===== src/rtl/tri_pkg.sv =====
`default_nettype none
// ----------------------------------------------------------------------------
// tri_pkg
// shared widths, operation codes and the queued command format of the trie
// ----------------------------------------------------------------------------
package tri_pkg;

   localparam int OP_W     = 2;
   localparam int LETTER_W = 5;

   // operation code 3 is folded into prefix search when an item is classified
   typedef enum logic [OP_W-1:0] {
      OP_INSERT = 2'd0,
      OP_SEARCH = 2'd1,
      OP_PREFIX = 2'd2
   } op_type;

   // one classified item as it sits in the queue between front and back
   typedef struct packed {
      op_type              op;
      logic [LETTER_W-1:0] letter;
      logic                last;
      logic                empty;
      logic                bad_letter;
   } cmd_type;

endpackage
`default_nettype wire


===== src/rtl/tri_ifs.sv =====
`default_nettype none
// ----------------------------------------------------------------------------
// tri channel interfaces
// valid/ready channels for letter items and for word results
// ----------------------------------------------------------------------------
interface tri_req_if
   import tri_pkg::*;
();
   logic                valid;
   logic                ready;
   logic [OP_W-1:0]     operation;
   logic [LETTER_W-1:0] letter;
   logic                last_letter;
   logic                empty_word;

   modport source (output valid, output operation, output letter, output last_letter,
                   output empty_word, input ready);
   modport sink   (input valid, input operation, input letter, input last_letter,
                   input empty_word, output ready);
endinterface

`default_nettype wire


===== src/rtl/tri_front.sv =====
`default_nettype none
// ----------------------------------------------------------------------------
// tri_front
// accepts letter items, classifies them and holds them in a two-entry queue
// ----------------------------------------------------------------------------
module tri_front
   import tri_pkg::*;
#(
   parameter int ALPHABET = 26
) (
   input  wire logic    clock,
   input  wire logic    reset,
   tri_req_if.sink      req_chan,
   input  wire logic    clear_busy,
   output logic         cmd_valid,
   output cmd_type      cmd,
   input  wire logic    cmd_pop
);

   localparam int ALPHA_W = $clog2(ALPHABET + 1);
   localparam int CMP_W   = (ALPHA_W > LETTER_W) ? ALPHA_W : LETTER_W;

   cmd_type    q_ff [2];
   logic       wr_ptr_ff, wr_ptr_in;
   logic       rd_ptr_ff, rd_ptr_in;
   logic [1:0] count_ff, count_in;
   logic       push;
   cmd_type    incoming;

   // classify
   always_comb begin
      incoming.letter     = req_chan.letter;
      incoming.last       = req_chan.last_letter | req_chan.empty_word;
      incoming.empty      = req_chan.empty_word;
      incoming.bad_letter = CMP_W'(req_chan.letter) >= CMP_W'(ALPHABET);
      case (req_chan.operation)
         OP_INSERT: incoming.op = OP_INSERT;
         OP_SEARCH: incoming.op = OP_SEARCH;
         default:   incoming.op = OP_PREFIX;
      endcase
   end

   assign req_chan.ready = (count_ff != 2'd2) && !clear_busy;
   assign push           = req_chan.valid && req_chan.ready;
   assign cmd_valid      = count_ff != 2'd0;
   assign cmd            = q_ff[rd_ptr_ff];

   always_comb begin
      wr_ptr_in = push ? !wr_ptr_ff : wr_ptr_ff;
      rd_ptr_in = cmd_pop ? !rd_ptr_ff : rd_ptr_ff;
      count_in  = count_ff;
      if (push && !cmd_pop) begin
         count_in = count_ff + 2'd1;
      end else if (!push && cmd_pop) begin
         count_in = count_ff - 2'd1;
      end
   end

   always_ff @(posedge clock) begin
      if (reset) begin
         wr_ptr_ff <= 1'b0;
         rd_ptr_ff <= 1'b0;
         count_ff  <= 2'd0;
      end else begin
         wr_ptr_ff <= wr_ptr_in;
         rd_ptr_ff <= rd_ptr_in;
         count_ff  <= count_in;
      end
   end

   always_ff @(posedge clock) begin
      if (push) begin
         q_ff[wr_ptr_ff] <= incoming;
      end
   end

endmodule
`default_nettype wire


===== src/flat_wrapper.sv =====
// flat-port wrapper written by rule: the top's interface ports become plain ports
module tri_front_flat import tri_pkg::*;
#(
   parameter int ALPHABET = 26
)
  (clock, reset, clear_busy, cmd_valid, cmd, cmd_pop, req_chan_valid, req_chan_operation, req_chan_letter, req_chan_last_letter, req_chan_empty_word, req_chan_ready);
  tri_req_if req_chan_i ();
  input  wire logic clock;
  input  wire logic reset;
  input  wire logic clear_busy;
  output logic cmd_valid;
  output cmd_type cmd;
  input  wire logic cmd_pop;
  input wire logic [$bits(req_chan_i.valid)-1:0] req_chan_valid;
  input wire logic [$bits(req_chan_i.operation)-1:0] req_chan_operation;
  input wire logic [$bits(req_chan_i.letter)-1:0] req_chan_letter;
  input wire logic [$bits(req_chan_i.last_letter)-1:0] req_chan_last_letter;
  input wire logic [$bits(req_chan_i.empty_word)-1:0] req_chan_empty_word;
  output wire logic [$bits(req_chan_i.ready)-1:0] req_chan_ready;
  assign req_chan_i.valid = req_chan_valid;
  assign req_chan_i.operation = req_chan_operation;
  assign req_chan_i.letter = req_chan_letter;
  assign req_chan_i.last_letter = req_chan_last_letter;
  assign req_chan_i.empty_word = req_chan_empty_word;
  assign req_chan_ready = req_chan_i.ready;
  tri_front #(.ALPHABET(ALPHABET)) u_core (.clock(clock), .reset(reset), .req_chan(req_chan_i), .clear_busy(clear_busy), .cmd_valid(cmd_valid), .cmd(cmd), .cmd_pop(cmd_pop));
endmodule

===== config.mk =====
export PLATFORM = sky130hd
export DESIGN_NAME = tri_front_flat
export DESIGN_NICKNAME = d
export VERILOG_FILES = /design/src/rtl/tri_pkg.sv /design/src/rtl/tri_ifs.sv /design/src/rtl/tri_front.sv /design/src/flat_wrapper.sv
export SDC_FILE = /design/constraint.sdc
export NUM_CORES = 1
export LEC_CHECK = 0
export ABC_CLOCK_PERIOD_IN_PS = 2500
export BUFFER_PORTS_ARGS = -buffer_cell sky130_fd_sc_hd__buf_2
export CAP_MARGIN = 20
export CELL_PAD_IN_SITES_DETAIL_PLACEMENT = 0
export CELL_PAD_IN_SITES_GLOBAL_PLACEMENT = 2
export CORE_MARGIN = 8
export CORE_UTILIZATION = 37
export DETAILED_ROUTE_END_ITERATION = 10
export GPL_ROUTABILITY_DRIVEN = 0
export HOLD_SLACK_MARGIN = 0.15
export PLACE_DENSITY = 0.77
export SYNTH_ARGS = -nofsm -noshare
export SYNTH_HDL_FRONTEND = slang
export SYNTH_SLANG_ARGS = --single-unit
export TNS_END_PERCENT = 1

===== constraint.sdc =====
create_clock -name clock -period 2.5 [get_ports clock]
set_input_delay 0.125 -clock clock [delete_from_list [all_inputs] [get_ports clock]]
set_output_delay 0.125 -clock clock [all_outputs]
set_load 0.05 [all_outputs]

==> impl.org <==
** STA
- RSZ-0062 raised after global routing :: no
- Based on the critical path, the design can be clocked at up to 0.599 GHz.
- The final number of hold-violating endpoints was 0.
- Setup violations remaining at the end of the flow were counted as 0.
- The worst pin sits at a relative slew slack of 69.3%.
- Layout Skew :: 0.0122 ns
- For the final routed database, the setup TNS stands at 0 ns.
- The worst path in the final design needs a cycle of 1.67 ns, including I/O delays and setup.
- For the pin with the worst max-slew slack, the measured transition is 0.460 ns.
- Period Utilization, post-route :: 66.8%
- Post-route worst setup slack :: 0.829 ns
- Final Max Slew Viols :: 0

** Placement
- In this run the tool buffered the top-level ports with 25 buffer cells.
- Pre-CTS WS :: 0.940 ns
- Summing all placed instances gives a cell area of 1150 um2.
- The HPWL after detailed placement is 1.21 mm.

** Clock network
- Clock tree from TritonCTS :: built
- Post-cts repair resize count :: 0
- Number of buffers inserted by hold repair at cts :: 10
- CTS placed an instance of clkbuf_4 at the clock tree root.
- Clk sink count :: 25
- The number of setup buffers added after CTS is 0.
- In this run, CTS created clock tree buffers numbering 3.
- Clock latency on the worst-skew pair, taken at its later pin, is 0.31 ns.
- Clock slew at the register clock pins of the worst setup and hold paths :: 0.14 ns
- CTS built an H-tree with a depth of 1.
- Clk buf depth :: 2

** Worst setup path
- Sort of element at the end of the critical path :: primary output
- Slowest Stage Delay on Critical Path :: 0.63 ns
- At the worst endpoint, the required time is 2.38 ns.
- Along the worst path, the maximum fanout reaches 10.
- Cells traversed along the worst timing path :: mux2_2 > buf_2
- The endpoint identified for the worst register-to-register timing path is u_core.count_ff[1]$_SDFFE_PP0P_.
- Among cell families on the critical path, the largest total delay comes from flip-flops.
- Category of the worst setup path launch point :: flip-flop
- Together, buffers and inverters on the worst path number 1.
- The worst register-to-register path has a depth of 5.
- Type of the worst setup path :: flip-flop to primary output
- Critical path's slowest cell :: dfxtp_1
- Register-to-register setup slack :: 0.92 ns
- Arrival time worst endpoint :: 1.55 ns
- In this run the critical register-to-register path is launched from u_core.count_ff[1]$_SDFFE_PP0P_.

** Routing
- Average wire length per cell after detail routing :: 12.8 um
- Final ANT Viol Nets :: 0
- The first routing iteration left 10 violations.
- The first detailed-routing pass ran for 2 iterations.
- After detailed routing, the number of vias per cell comes to 4.51.
- The detailed router placed 577 vias in this run.
- Routed WL :: 1.64 mm
- Detailed-route DRC error count :: 0

** Synthesis
- Yosys printed 0 warnings.
- For this run, the register share of the synthesized area comes to 71.1%.
- Avg Inst Size Synth :: 16.4 um2
- Synthesis instantiated 20 different standard cells from the library.
- After technology mapping, the gate count stands at 60.
- Number of register bits inferred by synthesis :: 25
- Combined area of all synthesized cells :: 986 um2
- The number of nets handed over by synthesis was 75.

** Die
- The die is 67.6 um tall.
- The initialized floorplan defines 18 standard-cell rows.
- IO Pins :: 26
- Core box area :: 2500 um2
- X dimension of the die :: 67.6 um
- The floorplan step defined a die boundary enclosing 4570 um2.
- For this configuration, the core starts out at a cell density of 39.4%.

** Power
- Static Leak :: 0.000506 uW
- Per report_power, the sequential group accounts for 56.5% of the total.
- Gate power share :: 23.0%
- Of the total power, the share spent switching nets is 30.1%.
- Switching component of the power :: 263 uW
- P_int :: 611 uW
- Power per cell area :: 684 nW/um2
- Clock network fraction of total power :: 20.5%
- Worst supply voltage drop on vdd :: 0.000354 V

** Global route
- The number of antenna violations at the first check in global routing was 0.
- Total gr overflow :: 0
- Across every metal layer, demand over resource in global routing totals 7.59%.
- First-pass GRT wire length :: 2.67 mm
- The via count of the first global-routing pass came to 605.
- Entering global routing, the biggest net connects 16 pins.

** Final layout
- Finished Cell Area :: 1280 um2
- The repair_antennas step left the layout with diodes totalling 0.
- Cells with a size suffix above 1 make up 44.9% of the layout.
- Area grow syn2layout :: 29.6%
- After the last flow step, the layout net total stands at 114.
- The layout has 219 filler cells.
- Area of the multi-input gates :: 273 um2
- Area taken by flip-flops and latches :: 701 um2

** Worst hold path
- Startpoint of the lowest-slack hold path :: req_chan_operation[0]
- Number of instances on the worst hold path :: 2
- Terminating pin of the worst hold path :: u_core.q_ff[0][8]$_DFFE_PP_
- The tightest min-delay check is of the primary input to flip-flop type.

** Outcome
- The flow ran to the end, and the final reports show no timing, DRC or antenna violations.

** Run
- Max-cap violations in this run came to 0.
-- layer usage --
metal  GRT usage (%)  part of all wire, %  up-vias
li1                -                    -      291
met1            8.26                   40      270
met2            13.3                   51       14
met3            2.48                  7.6        2
met4            3.13                  1.0        0
met5               0                    0        -
-- worst register-to-register path, cell delays in order (launching register included) --
cell	delay, ns
dfxtp_1	0.35
nor2b_2	0.17
nor3b_4	0.23
ha_1	0.30
or3_1	0.35
a21oi_1	0.13
-- worst max-delay path by stage --
stage	from	to	slack (ns)	depth (start not counted)
after global routing	flip-flop	cmd[5]	0.71	2
after CTS	flip-flop	cmd[0]	0.78	2
after detailed placement	u_core.count_ff[0]$_SDFFE_PP0P_	u_core.count_ff[1]$_SDFFE_PP0P_	0.94	5
after floorplan	u_core.count_ff[1]$_SDFFE_PP0P_	u_core.q_ff[0][0]$_DFFE_PP_	0.91	3
after global placement	u_core.count_ff[1]$_SDFFE_PP0P_	u_core.count_ff[1]$_SDFFE_PP0P_	0.98	5
final	flip-flop	cmd[0]	0.83	2
-- Yosys cell counts --
cell	instances	area, um2
a21oi_1	1	5.00
and2_1	1	6.26
buf_2	1	5.00
clkbuf_1	1	3.75
dfxtp_1	5	100
edfxtp_1	20	601
ha_1	1	12.5
inv_1	1	3.75
mux2_1	1	11.3
mux2_2	10	113
nor2_1	5	18.8
nor2b_1	3	18.8
nor2b_2	1	8.76
nor3b_4	1	18.8
o211a_1	1	10.0
o21ai_0	1	5.00
or2_2	2	12.5
or3_1	1	6.26
xnor2_1	1	8.76
xor2_1	2	17.5
-- registers in the layout, summed over array words and instances (netlist names), named ones only --
register	cells
u_core.rd_ptr_ff	1
u_core.count_ff	2
u_core.wr_ptr_ff	1
u_core.q_ff	20
-- cell families after synthesis --
family	Yosys count	synth area share (%)
flip-flops	25	71.1
AND/OR/NAND/NOR	14	9.14
multiplexers	11	12.6
AO/OA/AOI/OAI	3	2.03
XOR/XNOR	3	2.67
buffers and inverters	3	1.27
adder cells (fa/ha/maj)	1	1.27
-- layout by cell type, fill, tap and decap left out --
cell type,instances
a21oi_1,1
and2_1,1
buf_2,25
buf_4,1
clkbuf_4,3
clkinvlp_4,1
dfxtp_1,5
dlygate4sd3_1,10
edfxtp_1,20
ha_1,1
inv_1,1
mux2_1,1
mux2_2,10
nor2_1,5
nor2b_1,3
nor2b_2,1
nor3b_4,1
o211a_1,1
o21ai_0,1
or2_2,2
or3_1,1
xnor2_1,1
xor2_1,2
-- layout make-up --
| type | count | area share, % |
|---|---|---|
| Timing Repair Buffer | 36 | 18.2 |
| Clock inverter | 1 | 0.588 |
| Inverter | 1 | 0.294 |
| Multi-Input combinational cell | 32 | 21.4 |
| Tap cell | 30 | 2.94 |
| Clock buffer | 3 | 1.76 |
| Sequential cell | 25 | 54.8 |
-- power by group through the flow --
stage / Clock [uW] / Sequential, uW / Combinational, uW
detailed placement: 0 / 504 / 192
finish: 179 / 494 / 201
floorplan: 0 / 495 / 152
global placement: 0 / 503 / 191
global route: 202 / 498 / 215
CTS: 185 / 495 / 204
-- through the flow --
stage / std cells / hold slack [ns] / utilization, % / power, uW
after floorplan: 60 / 0.194 / - / 647
after global placement: 114 / 0.320 / 45.9 / 693
after detailed placement: 114 / 0.322 / 45.9 / 696
after CTS: 128 / 0.183 / 51.1 / 884
after global routing: 128 / 0.184 / 51.1 / 915
final: 128 / 0.182 / 51.1 / 874
No activity file was read; power rests on OpenSTA's default activity.
